==> config.mk <==
export PLATFORM = sky130hd
export DESIGN_NAME = ptod_queue
export DESIGN_NICKNAME = d
export VERILOG_FILES = /design/src/rtl/ptod_pkg.sv /design/src/rtl/ptod_queue.sv
export SDC_FILE = /design/constraint.sdc
export NUM_CORES = 1
export LEC_CHECK = 0
export BUFFER_PORTS_ARGS = -buffer_cell sky130_fd_sc_hd__buf_2
export CORE_MARGIN = 2
export CORE_UTILIZATION = 29
export DETAILED_ROUTE_END_ITERATION = 16
export PLACE_DENSITY_LB_ADDON = 0.05
export SLEW_MARGIN = 25
export SYNTH_ARGS = -nofsm -noshare
export SYNTH_HDL_FRONTEND = slang
export SYNTH_SLANG_ARGS = --single-unit
export TNS_END_PERCENT = 100
==> constraint.sdc <==
create_clock -name clk -period 4.55 [get_ports clk]
set_input_delay 0.6825 -clock clk [delete_from_list [all_inputs] [get_ports clk]]
set_output_delay 0.6825 -clock clk [all_outputs]
set_load 0.1 [all_outputs]
==> src/rtl/ptod_pkg.sv <==
// shared constants, types and sequencer states of the pooled t-test object detector
`timescale 1ns / 1ps
`default_nettype none
package ptod_pkg;

	// field widths
	localparam int DIST_W      = 14;
	localparam int CRIT_W      = 16;
	localparam int DIFF_W      = 19;
	localparam logic [CRIT_W-1:0] CRIT_RESET = 16'd6952;

	// set length limit and accumulator widths derived from it
	localparam int MAX_SAMPLES = 16;
	localparam int CNT_W       = $clog2(MAX_SAMPLES + 1);
	localparam int LOG_MAX     = $clog2(MAX_SAMPLES);
	localparam int SUM_W       = DIST_W + LOG_MAX;
	localparam int SQ_W        = 2 * DIST_W + 1;
	localparam int Q_W         = SQ_W + LOG_MAX;

	// evaluation widths
	localparam int NQ_W        = CNT_W + Q_W;
	localparam int SQS_W       = 2 * SUM_W;
	localparam int LHS_W       = SQS_W + CNT_W;
	localparam int FRAC2_W     = 24;
	localparam int PART_W      = 32;
	localparam int C2_W        = 2 * CRIT_W;
	localparam int VARP_W      = 2 * PART_W;
	localparam int PROD_W      = C2_W + PART_W;
	localparam int CMP_W       = C2_W + VARP_W;
	localparam int MAG_W       = (SUM_W > DIFF_W + 1) ? SUM_W : DIFF_W + 1;
	localparam int DIFF_POS_LIM = 2 ** (DIFF_W - 1) - 1;
	localparam int DIFF_NEG_LIM = 2 ** (DIFF_W - 1);

	// queue between front and back
	localparam int QDEPTH      = 2;
	localparam int QPTR_W      = (QDEPTH > 1) ? $clog2(QDEPTH) : 1;
	localparam int QCNT_W      = $clog2(QDEPTH + 1);

	// one finished set handed to the evaluator
	typedef struct packed {
		logic [CNT_W-1:0] n;
		logic [SUM_W-1:0] s1;
		logic [SUM_W-1:0] s2;
		logic [Q_W-1:0]   q;
	} job_t;

	// evaluator sequencer
	typedef enum logic [2:0] {
		ST_IDLE,
		ST_SQ,
		ST_SQ2,
		ST_VAR,
		ST_PLO,
		ST_PHI,
		ST_CMP
	} state_t;

endpackage
`default_nettype wire

==> src/rtl/ptod_queue.sv <==
// short queue of finished sets between front and back
`timescale 1ns / 1ps
`default_nettype none
module ptod_queue (
	input  wire logic           clk,
	input  wire logic           arst_n,
	input  wire logic           push,
	input  wire ptod_pkg::job_t push_data,
	output logic                full,
	input  wire logic           pop,
	output logic                not_empty,
	output ptod_pkg::job_t      pop_data
);
	import ptod_pkg::*;

	job_t              mem_q [QDEPTH];
	logic [QPTR_W-1:0] wr_ptr_q;
	logic [QPTR_W-1:0] rd_ptr_q;
	logic [QCNT_W-1:0] cnt_q;
	logic              do_push;
	logic              do_pop;

	assign full      = cnt_q == QCNT_W'(QDEPTH);
	assign not_empty = cnt_q != '0;
	assign pop_data  = mem_q[rd_ptr_q];
	assign do_push   = push && !full;
	assign do_pop    = pop && not_empty;

	// storage
	always_ff @(posedge clk) begin
		if (do_push) begin
			mem_q[wr_ptr_q] <= push_data;
		end
	end

	// pointers and fill level
	always_ff @(posedge clk or negedge arst_n) begin
		if (!arst_n) begin
			wr_ptr_q <= '0;
			rd_ptr_q <= '0;
			cnt_q    <= '0;
		end else begin
			if (do_push) begin
				wr_ptr_q <= (wr_ptr_q == QPTR_W'(QDEPTH - 1)) ? '0 : wr_ptr_q + QPTR_W'(1);
			end
			if (do_pop) begin
				rd_ptr_q <= (rd_ptr_q == QPTR_W'(QDEPTH - 1)) ? '0 : rd_ptr_q + QPTR_W'(1);
			end
			if (do_push && !do_pop) begin
				cnt_q <= cnt_q + QCNT_W'(1);
			end else if (do_pop && !do_push) begin
				cnt_q <= cnt_q - QCNT_W'(1);
			end
		end
	end

endmodule
`default_nettype wire

==> run summary <==
maximum clock frequency: 0.313 GHz
# H-tree levels: 4
# resized after CTS: 0
top-count cell post-synth: sky130_fd_sc_hd__edfxtp_1
period utilisation layout: 70.3%
number of routed nets with antenna violations: 0
Most used DFF post-synth: sky130_fd_sc_hd__edfxtp_1
TritonCTS sink count: 152
DIE WIDTH: 145 um
quantity of hold-fixing buffers added after cts: 0
main area contributors after synthesis: sky130_fd_sc_hd__edfxtp_1, sky130_fd_sc_hd__mux2_4, sky130_fd_sc_hd__mux2_2
asr flop ratio synth: 2.63%
final global-route overflow total: 0
IO Port Bufs: 153
num ports: 154
final-stage net count: 497
global-route wire length before repair: 16.0 mm
worst rel slew slack: 35.8%
max-capacitance violation count: 0
top cell type's share of synthesized area: 77.4%
synthesis warning total: 0
Final Slew Violations: 0
clock buffers created by TritonCTS: 17
starting utilization of the core area: 29.5%
routed via count divided by cell count: 4.08
final routed wire length divided by cell count: 15.7 um
clk_lat worst skew: 410 ps
area occupied by registers: 4550 um^2
post-detailed-routing wire length: 10.9 mm
GRT Overall Usage: 10.8%
CTS max path bufs: 2
sequential element share of the synthesized area: 79.2%
post-synth cell types: 15
Final TNS setup: 0 ps
standard-cell rows: 51
area inside the core boundary: 19500 um^2
status: completed
syn_nets: 328
multi-input combinational cell area: 1120 um^2
Filler Cells Inserted: 1833
layout cell share with drive strength beyond 1: 60.5%
library cell occupying the most area in the post-synthesis netlist: sky130_fd_sc_hd__edfxtp_1
type of origin of the critical path: flop
final hold viol count: 0
number of DRC violations after detailed routing: 0
cell types with the highest counts after synthesis: sky130_fd_sc_hd__edfxtp_1, sky130_fd_sc_hd__mux2_4, sky130_fd_sc_hd__mux2_2, sky130_fd_sc_hd__buf_6, sky130_fd_sc_hd__dfrtp_1
HP Class: primary input to async pin
maximum number of pins on one net before global-route repair: 64
number of synthesized register bits: 152
CP endpoint kind: output pin
layout-stage area growth over the synthesis result: 28.6%
cell at the root of the clock tree: sky130_fd_sc_hd__clkbuf_16
CTS clk-pin slew, worst paths: 60 ps
arrival time reported for the critical path endpoint: 2520 ps
count of flip-flops with a built-in enable after synthesis: 148
Detailed Route Iter0 Violations: 105
CP Class: flop to output pin
overall die area: 20900 um^2
Syn Std Cell Area: 5740 um^2
Final Critical Period: 3200 ps
total half-perimeter wirelength after legalization and detailed placement: 6.75 mm
Setup Viol. Count Final: 0
mean instance size in the synthesized netlist: 23.1 um^2
number of vias after detailed routing: 2837
Worst-Margin Slew: 963 ps
unrepaired setup endpoints after global routing: false
number of global-route vias before repair: 2978
worst path required time: 3870 ps
worst-path fanout max: 46
synthesized netlist cell count: 249
DIE HEIGHT: 145 um
number of setup buffers added after CTS: 0
clock tree from TritonCTS: built
weighted congestion reported at the end of routability-driven placement: 0.695
Clock Skews: 6.61 ps
Pre-Repair DR Iteration Count: 6
antenna violations before repair: 1
-- worst paths after layout --
path | cells after the start | to | from | slack [ps]
worst max-delay path | 3 | pop_data[56] | rd_ptr_q | 1350
worst min-delay path | 1 | rd_ptr_q | arst_n | 70
worst max register to register | 3 | mem_q[1][9] | cnt_q[0] | 2430
worst min register to register | 1 | cnt_q[1] | cnt_q[1] | 490
max in group asynchronous | 1 | rd_ptr_q | arst_n | 4330
min in group clk | 1 | mem_q[0][70] | push_data[70] | 450
-- stage by stage --
step | utilization, % | area [um^2] | hold WS (ps) | setup slack (ps) | instances
global route | 37.9 | 7380 | 58.4 | 1210 | 695
CTS | 37.9 | 7380 | 48.7 | 1260 | 695
floorplan | - | 5740 | 387 | 183 | 249
finish | 37.9 | 7380 | 71.1 | 1350 | 696
global placement | 35.0 | 6810 | 481 | 1720 | 664
detailed placement | 35.0 | 6810 | 475 | 1720 | 664
-- cell families (layout without fill, tap and decap cells) --
kind of cell             Yosys count  in the layout  share of synthesized area (%)
XOR/XNOR                           5              5                          0.763
AND/OR/NAND/NOR                    7              7                          0.589
buffers and inverters             10            191                           1.48
flip-flops                       152            152                           79.2
multiplexers                      74             74                           17.8
adder cells (fa/ha/maj)            1              1                          0.218
other                              0              1                              0
-- routing by layer --
layer,share of wire (%),GRT usage [%]
met3,7.6,4.31
met2,47,16.6
met5,0,0
met4,1.9,5.52
met1,44,13.1
-- layout make-up --
| class | count | share of cell area, % |
|---|---|---|
| Sequential cell | 152 | 61.6 |
| Multi-Input combinational cell | 87 | 15.2 |
| Timing Repair Buffer | 158 | 10.9 |
| Clock buffer | 20 | 5.91 |
| Tap cell | 265 | 4.49 |
| Clock inverter | 11 | 1.78 |
| Inverter | 2 | 0.102 |
| Antenna cell | 1 | 0.0339 |
-- sequential cells by signal (all words and copies together), names as in the netlist --
register,flops
wr_ptr_q,1
cnt_q,2
rd_ptr_q,1
mem_q,148
-- worst max-delay path, cell delays in order, from the launching register on --
cell and delay, ps:
sky130_fd_sc_hd__dfrtp_4 1010, sky130_fd_sc_hd__buf_4 420, sky130_fd_sc_hd__mux2_4 200, sky130_fd_sc_hd__buf_2 430
-- placed cells by master, fill, tap and decap left out, types with 3 or more instances in the layout --
master                      netlist  final
sky130_fd_sc_hd__xnor2_1          3      3
sky130_fd_sc_hd__mux2_4          50     50
sky130_fd_sc_hd__edfxtp_1       148    148
sky130_fd_sc_hd__clkbuf_16        0     17
sky130_fd_sc_hd__mux2_2          24     24
sky130_fd_sc_hd__clkinv_1         0      4
sky130_fd_sc_hd__buf_2            2    153
sky130_fd_sc_hd__bufinv_16        0      3
sky130_fd_sc_hd__clkbuf_1         0      3
sky130_fd_sc_hd__dfrtp_1          4      3
sky130_fd_sc_hd__buf_4            0      5
Power is not shown: default switching activity piles up to over one toggle a cycle in this logic, so the estimate is an artifact.
