$ cat config.mk
export PLATFORM = sky130hd
export DESIGN_NAME = ptod_front_flat
export DESIGN_NICKNAME = d
export VERILOG_FILES = /design/src/rtl/ptod_pkg.sv /design/src/rtl/ptod_if.sv /design/src/rtl/ptod_front.sv /design/src/flat_wrapper.sv
export SDC_FILE = /design/constraint.sdc
export NUM_CORES = 1
export LEC_CHECK = 0
export BUFFER_PORTS_ARGS = -buffer_cell sky130_fd_sc_hd__buf_2
export CORE_ASPECT_RATIO = 1.4
export CORE_MARGIN = 5
export CORE_UTILIZATION = 55
export CTS_CLUSTER_DIAMETER = 50
export DETAILED_ROUTE_END_ITERATION = 12
export PLACE_DENSITY = 0.73
export SYNTH_ARGS = -nofsm -noshare
export SYNTH_HDL_FRONTEND = slang
export SYNTH_SLANG_ARGS = --single-unit
$ cat constraint.sdc
create_clock -name clk -period 7.8 [get_ports clk]
set_input_delay 0 -clock clk [delete_from_list [all_inputs] [get_ports clk]]
set_output_delay 0 -clock clk [all_outputs]
set_load 0.03 [all_outputs]
$ cat src/rtl/ptod_pkg.sv
// shared constants, types and sequencer states of the pooled t-test object detector
`timescale 1ns / 1ps
`default_nettype none
package ptod_pkg;

	// field widths
	localparam int DIST_W      = 14;
	localparam int CRIT_W      = 16;
	localparam int DIFF_W      = 19;
	localparam logic [CRIT_W-1:0] CRIT_RESET = 16'd6952;

	// set length limit and accumulator widths derived from it
	localparam int MAX_SAMPLES = 16;
	localparam int CNT_W       = $clog2(MAX_SAMPLES + 1);
	localparam int LOG_MAX     = $clog2(MAX_SAMPLES);
	localparam int SUM_W       = DIST_W + LOG_MAX;
	localparam int SQ_W        = 2 * DIST_W + 1;
	localparam int Q_W         = SQ_W + LOG_MAX;

	// evaluation widths
	localparam int NQ_W        = CNT_W + Q_W;
	localparam int SQS_W       = 2 * SUM_W;
	localparam int LHS_W       = SQS_W + CNT_W;
	localparam int FRAC2_W     = 24;
	localparam int PART_W      = 32;
	localparam int C2_W        = 2 * CRIT_W;
	localparam int VARP_W      = 2 * PART_W;
	localparam int PROD_W      = C2_W + PART_W;
	localparam int CMP_W       = C2_W + VARP_W;
	localparam int MAG_W       = (SUM_W > DIFF_W + 1) ? SUM_W : DIFF_W + 1;
	localparam int DIFF_POS_LIM = 2 ** (DIFF_W - 1) - 1;
	localparam int DIFF_NEG_LIM = 2 ** (DIFF_W - 1);

	// queue between front and back
	localparam int QDEPTH      = 2;
	localparam int QPTR_W      = (QDEPTH > 1) ? $clog2(QDEPTH) : 1;
	localparam int QCNT_W      = $clog2(QDEPTH + 1);

	// one finished set handed to the evaluator
	typedef struct packed {
		logic [CNT_W-1:0] n;
		logic [SUM_W-1:0] s1;
		logic [SUM_W-1:0] s2;
		logic [Q_W-1:0]   q;
	} job_t;

	// evaluator sequencer
	typedef enum logic [2:0] {
		ST_IDLE,
		ST_SQ,
		ST_SQ2,
		ST_VAR,
		ST_PLO,
		ST_PHI,
		ST_CMP
	} state_t;

endpackage
`default_nettype wire

$ cat src/rtl/ptod_if.sv
// stream interfaces for sample words, result words and the configuration write
`timescale 1ns / 1ps
`default_nettype none
interface ptod_in_if;
	logic                         valid;
	logic                         ready;
	logic [ptod_pkg::DIST_W-1:0]  current_distance;
	logic [ptod_pkg::DIST_W-1:0]  reference_distance;
	logic                         last_sample;

	modport source (output valid, current_distance, reference_distance, last_sample,
		input ready);
	modport sink (input valid, current_distance, reference_distance, last_sample,
		output ready);
endinterface

`default_nettype wire

$ cat src/rtl/ptod_front.sv
// front end: takes sample words, accumulates count, sums and sum of squares
`timescale 1ns / 1ps
`default_nettype none
module ptod_front (
	input  wire logic           clk,
	input  wire logic           arst_n,
	ptod_in_if.sink             samples,
	input  wire logic           q_full,
	output logic                q_push,
	output ptod_pkg::job_t      q_data
);
	import ptod_pkg::*;

	logic [CNT_W-1:0] cnt_q;
	logic [SUM_W-1:0] s1_q;
	logic [SUM_W-1:0] s2_q;
	logic [Q_W-1:0]   sq_q;

	logic             take;
	logic             accept;
	logic [SQ_W-1:0]  pair_sq;
	job_t             nxt;

	// word taken whenever the queue has room for a finished set
	assign samples.ready = !q_full;
	assign accept        = samples.valid && samples.ready;

	// pairs past the set limit are dropped
	assign take    = cnt_q < CNT_W'(MAX_SAMPLES);
	assign pair_sq = SQ_W'(SQ_W'(samples.current_distance) * SQ_W'(samples.current_distance))
		+ SQ_W'(SQ_W'(samples.reference_distance) * SQ_W'(samples.reference_distance));

	always_comb begin
		nxt.n  = cnt_q;
		nxt.s1 = s1_q;
		nxt.s2 = s2_q;
		nxt.q  = sq_q;
		if (take) begin
			nxt.n  = cnt_q + CNT_W'(1);
			nxt.s1 = s1_q + SUM_W'(samples.current_distance);
			nxt.s2 = s2_q + SUM_W'(samples.reference_distance);
			nxt.q  = sq_q + Q_W'(pair_sq);
		end
	end

	// hand the finished set to the queue
	assign q_push = accept && samples.last_sample;
	assign q_data = nxt;

	// accumulators, cleared at the end of each set
	always_ff @(posedge clk or negedge arst_n) begin
		if (!arst_n) begin
			cnt_q <= '0;
			s1_q  <= '0;
			s2_q  <= '0;
			sq_q  <= '0;
		end else if (accept) begin
			if (samples.last_sample) begin
				cnt_q <= '0;
				s1_q  <= '0;
				s2_q  <= '0;
				sq_q  <= '0;
			end else begin
				cnt_q <= nxt.n;
				s1_q  <= nxt.s1;
				s2_q  <= nxt.s2;
				sq_q  <= nxt.q;
			end
		end
	end

endmodule
`default_nettype wire

$ cat src/flat_wrapper.sv
// flat-port wrapper written by rule: the top's interface ports become plain ports
module ptod_front_flat import ptod_pkg::*;
  (clk, arst_n, q_full, q_push, q_data, samples_valid, samples_current_distance, samples_reference_distance, samples_last_sample, samples_ready);
  ptod_in_if samples_i ();
  input  wire logic clk;
  input  wire logic arst_n;
  input  wire logic q_full;
  output logic q_push;
  output ptod_pkg::job_t q_data;
  input wire logic [$bits(samples_i.valid)-1:0] samples_valid;
  input wire logic [$bits(samples_i.current_distance)-1:0] samples_current_distance;
  input wire logic [$bits(samples_i.reference_distance)-1:0] samples_reference_distance;
  input wire logic [$bits(samples_i.last_sample)-1:0] samples_last_sample;
  output wire logic [$bits(samples_i.ready)-1:0] samples_ready;
  assign samples_i.valid = samples_valid;
  assign samples_i.current_distance = samples_current_distance;
  assign samples_i.reference_distance = samples_reference_distance;
  assign samples_i.last_sample = samples_last_sample;
  assign samples_ready = samples_i.ready;
  ptod_front u_core (.clk(clk), .arst_n(arst_n), .samples(samples_i), .q_full(q_full), .q_push(q_push), .q_data(q_data));
endmodule
==> results of run 1 <==
[cells in the final DEF (no fill, tap or decap), types with 11 or more instances in the layout]
cell     instances
a21o_1          33
a21oi_1         50
a22o_1          32
and2_1         107
and3_1          13
buf_2          107
buf_4           12
dfrtp_1         73
fa_1           317
ha_1           180
inv_1          496
nand2_1        192
nand3_1         17
nor2_1          51
nor2b_1         14
o21a_1          11
o21ai_0         87
xnor2_1         36
xor2_1          28
[worst max path at each step]
stage | endpoint | slack [ps] | depth (start not counted)
after floorplan | q_data[21] | 850 | 24
after global placement | q_data[21] | 480 | 24
after detailed placement | q_data[21] | 380 | 24
after CTS | q_data[21] | 370 | 24
after global routing | q_data[29] | 30 | 26
final | q_data[22] | 440 | 26
[registers in the layout, summed over array words and instances (netlist names)]
name	flops
u_core.s2_q	18
u_core.cnt_q	5
u_core.sq_q	33
u_core.s1_q	18
[worst max-delay path: cells and delay by family]
kind,cells,cell delay (ps)
xor+xnor,1,160
compound gates,4,1140
fa+ha+maj,9,4340
buf+inv,9,1050
simple gates,3,660
[per-stage QoR]
step / hold WS [ps] / utilization [%] / cells
6_report: 91.5 / 59.6 / 2442
5_1_grt: 135 / 59.6 / 2442
2_1_floorplan: -296 / - / 1975
3_3_place_gp: -55.7 / 58.5 / 2425
3_5_place_dp: -47.1 / 58.5 / 2425
4_1_cts: 94.4 / 59.6 / 2442
[repair_timing]
item	CTS	global route
resized for setup	0	2
hold endpoints to repair	25	0
hold buffers	1	0
setup endpoints to repair	0	2
[cell type report]
type / instances / area share, %
clock inverters: 6 / 0.510
clock buffers: 10 / 1.21
repair buffers: 120 / 3.36
flip-flops and latches: 74 / 9.82
well taps: 395 / 2.62
inverters: 497 / 9.87
multi-input cells: 1340 / 72.6
[routing by layer]
metal	global-route usage, %	vias up	wire length (um)
met5	0	-	0
li1	-	6295	-
met2	46.4	445	23000
met1	33.3	6882	17800
met4	10.8	0	1960
met3	3.71	128	2650
[synth_stat cells (32+ instances only)]
cell type  instances
a21o_1            33
a21oi_1           50
a22o_1            32
and2_1           107
clkbuf_1          59
dfrtp_1           74
fa_1             317
ha_1             180
inv_1            496
nand2_1          192
nor2_1            52
o21ai_0           87
xnor2_1           36
[logic make-up after synthesis]
logic type	count (synthesis)	share of synthesized area [%]
mux	11	0.693
buf+inv	561	12.0
simple gates	450	12.6
flops	74	10.5
xor+xnor	64	3.17
fa+ha+maj	497	48.6
compound gates	318	12.5
==> flow_metrics.py, run 1 <==
metrics = {
    "outcome": {
        "status": "finished, final reports clean",
    },
    "global_routing": {
        "antenna_found_initial": 0,
        "grt_pass1_vias": 15100,
        "grt.total_usage_pct": 26.6,
        "grt_pass1_wl_um": 76800,
        "grt_start_max_net_pins": 75,
        "grt.overflow.total": 0,
    },
    "timing": {
        "fmax_mhz": 136,
        "hold_viol": 0,
        "fin_crit_sh_pct": 94.4,
        "slew_viol_final": 0,
        "period_minus_slack_ps": 7360,
        "worstMarginPinSlew_ps": 939,
        "rsz0062_at_grt": "false",
        "worst_slack_ps": 439,
        "finClkSkew_ps": 13.1,
        "setup_tns_ps": 0,
        "finalSetupViolations": 0,
        "slew_headroom_pct": 37.3,
    },
    "clocking": {
        "root_buffer": "clkbuf_16",
        "cts_tree": "built",
        "clock_sinks": 74,
        "clkLatencyLatePin_ps": 370,
        "cts_buffer_depth": 2,
        "clkTransAtPathRegs_ps": 80,
        "cts_setup_buffers": 0,
        "ctsHtreeMaxLevel": 3,
        "cts_buffers": 9,
    },
    "setup_path": {
        "cp_slowest_cell": "fa_1",
        "required_ps": 7800,
        "r2r-start": "u_core.sq_q[1]",
        "r2r_cells": 11,
        "end_kind": "primary output",
        "startpoint": "samples_current_distance[3]",
        "arrival_ps": 7360,
        "worst-path-max-fanout": 14,
        "cp_common_cell": "fa_1",
        "startpoint_type": "input pin",
        "rr_endpoint": "u_core.sq_q[31]",
        "path_class": "in2out",
        "ff2ff_setup_slack_ps": 4350,
        "critPathMaxStageDelay_ps": 540,
    },
    "drt": {
        "wl_per_cell_um": 18.6,
        "antenna_left": 0,
        "vias": 13800,
        "drc": 0,
        "drt-pass1-iter-count": 6,
        "wl_um": 45400,
        "avgViaCountPerCell": 5.63,
        "drt_iter0_drc": 828,
    },
    "floorplanning": {
        "core.rowCount": 77,
        "coreArea_sq_um": 31700,
        "initial_core_util_pct": 55.8,
        "die_w_um": 162,
        "dieArea_sq_um": 35900,
        "die_h_um": 222,
        "num_io_pins": 109,
    },
    "yosys": {
        "yosysTopAreaCellShare_pct": 35.9,
        "yosysWarnings": 0,
        "ys_seq_elements": 74,
        "ys.flop_type": "dfrtp_1",
        "avgSynthCellArea_sq_um": 8.96,
        "syn-cell-area_sq_um": 17700,
        "synth_edf_count": 0,
        "synthCells": 1975,
        "synth_top_area_cell": "fa_1",
        "ys_types": 78,
        "synth_fp_nets": 2505,
        "ys_seq_area_share_pct": 10.5,
        "async_flop_share_pct": 100,
        "synth.area.top_cells": "fa_1 (36%), ha_1 (13%), inv_1 (11%), dfrtp_1 (10%), nand2_1 (4.1%)",
    },
    "finish": {
        "fill_cells": 2706,
        "diodes": 0,
        "syn_to_final_growth_pct": 6.83,
        "final_area_sq_um": 18900,
        "nets": 2572,
        "multi_input_comb_area_sq_um": 13700,
        "drive_above_1_share_pct": 8.60,
        "seqCellArea_sq_um": 1860,
    },
    "place": {
        "placed_area_sq_um": 18600,
        "hpwl_um": 37600,
        "port_buffers": 108,
        "place_ws_ps": 380,
        "place_congestion": 0.926,
    },
    "min_path": {
        "min_path_type": "in2async",
    },
    "job": {
        "drv_cap": 0,
    },
}
Power of run 1 is left out: the tool's default activity adds up to more than one toggle a clock period on the data nets, which glitch-free logic cannot reach.
==> inputs of run 2 (changes only) <==
- RECOVER_POWER: default -> 25
==> run 2 against run 1 <==
  * Critical path depth stayed put
  * Final cell count stayed put
  * Design area hardly changed
  * Setup slack worse by 3.7 ps
  * The run now ends with capacitance limit, slew limit left
==> flow_metrics.py, run 2 (same netlist as run 1, synthesis figures left out) <==
metrics = {
    "outcome": {
        "status": "finished, violations left",
        "violations": "capacitance limit, slew limit",
    },
    "job": {
        "drv_cap": 2,
    },
    "finish": {
        "final_cell_mix": "inv_1 (496), fa_1 (317), nand2_1 (192)",
        "drive_above_1_share_pct": 8.45,
        "final_common_cell": "inv_1",
        "reg.largest.list": "u_core.sq_q: 33 flops, u_core.s1_q: 18 flops, u_core.s2_q: 18 flops",
        "nets": 2572,
        "largest_reg_flops": 33,
        "syn_to_final_growth_pct": 6.78,
        "top_register": "u_core.sq_q",
        "final_util_pct": 59.6,
        "diodes": 0,
    },
    "drt": {
        "avgViaCountPerCell": 5.66,
        "drc": 0,
        "vias": 13800,
        "wl_um": 45400,
        "wl_per_cell_um": 18.6,
        "antenna_left": 0,
        "drt-pass1-iter-count": 6,
        "drt_iter0_drc": 817,
    },
    "clocking": {
        "root_buffer": "clkbuf_16",
        "cts_setup_buffers": 0,
        "cts_buffers": 9,
        "cts_buffer_depth": 2,
        "ctsHtreeMaxLevel": 3,
        "cts_tree": "built",
        "clkTransAtPathRegs_ps": 70,
        "clkLatencyLatePin_ps": 370,
        "clock_sinks": 74,
    },
    "timing": {
        "slew_headroom_pct": -108,
        "slew_viol_final": 77,
        "fmax_mhz": 136,
        "finalSetupViolations": 0,
        "rsz0062_at_grt": "false",
        "fin_crit_sh_pct": 94.4,
        "setup_tns_ps": 0,
        "finClkSkew_ps": 14.0,
        "worstMarginPinSlew_ps": 3110,
        "period_minus_slack_ps": 7370,
        "hold_viol": 0,
    },
    "global_routing": {
        "grt_pass1_vias": 15100,
        "grt_pass1_wl_um": 76800,
        "grt.total_usage_pct": 26.6,
        "grt.overflow.total": 0,
        "grt_start_max_net_pins": 75,
        "antenna_found_initial": 0,
    },
    "floorplanning": {
        "coreArea_sq_um": 31700,
        "dieArea_sq_um": 35900,
        "die_w_um": 162,
        "die_h_um": 222,
        "initial_core_util_pct": 55.8,
        "core.rowCount": 77,
        "num_io_pins": 109,
    },
    "setup_path": {
        "r2r_cells": 11,
        "path_buf_inv": 9,
        "critPathMaxStageDelay_ps": 540,
        "rr_endpoint": "u_core.sq_q[31]",
        "arrival_ps": 7370,
        "worst-path-max-fanout": 14,
        "crit_family": "adder cells",
        "path_class": "in2out",
        "end_kind": "primary output",
        "r2r-start": "u_core.sq_q[1]",
        "startpoint_type": "input pin",
        "required_ps": 7800,
        "cp_common_cell": "fa_1",
        "cp_slowest_cell": "fa_1",
        "ff2ff_setup_slack_ps": 4350,
    },
    "place": {
        "hpwl_um": 37600,
        "port_buffers": 108,
        "place_congestion": 0.926,
    },
    "min_path": {
        "min-delay-start": "samples_last_sample",
        "min_path_cells": 3,
        "holdPathEnd": "u_core.s1_q[14]",
        "min_path_type": "in2reg",
    },
}
run 2: per-layer routing:
metal	global-route usage (%)	up-vias	share of wire, %
li1	-	6297	-
met1	33.3	6928	39
met5	0	-	0
met3	3.71	134	5.8
met4	10.8	0	4.4
met2	46.4	468	51
run 2: through the flow:
stage               worst slack [ps]  cells  hold slack (ps)  area (sq um)
floorplan                        845   1975             -296         17700
detailed placement               380   2425            -47.1         18600
finish                           435   2442              121         18900
CTS                              368   2442             94.4         18900
global route                    34.5   2442              135         18900
global placement                 476   2425            -55.7         18600
run 2: final cells by class:
| class | instances | area, sq um |
|---|---|---|
| multi-input combinational | 1340 | 13700 |
| inverter | 497 | 1870 |
| sequential | 74 | 1860 |
| fill | 2709 | 12800 |
| timing repair buffer | 120 | 627 |
| clock buffer | 10 | 229 |
| tap | 395 | 494 |
| clock inverter | 6 | 96.3 |
run 2: worst max path at each step:
stage | cells past startpoint | slack (ps) | start | endpoint
after global placement | 24 | 480 | samples_current_distance[7] | q_data[21]
after detailed placement | 24 | 380 | samples_current_distance[3] | q_data[21]
after global routing | 26 | 30 | samples_current_distance[3] | q_data[29]
final | 26 | 430 | samples_current_distance[3] | q_data[22]
after CTS | 24 | 370 | samples_current_distance[3] | q_data[21]
after floorplan | 24 | 850 | samples_reference_distance[2] | q_data[21]
run 2: repair_timing:
| item | CTS | global route |
|---|---|---|
| hold endpoints to repair | 25 | 0 |
| endpoints found under the setup margin | 0 | 2 |
| hold buffers | 1 | 0 |
| resized for setup | 0 | 2 |
run 2: worst reg2reg max path: cells and delay by family, from the launching register on:
family                   cells  cell delay, ps
AO/OA/AOI/OAI                5            1570
adder cells (fa/ha/maj)      3             940
flip-flops                   1             390
AND/OR/NAND/NOR              2             370
buffers and inverters        1              70
Power of run 2 is left out for the same reason.
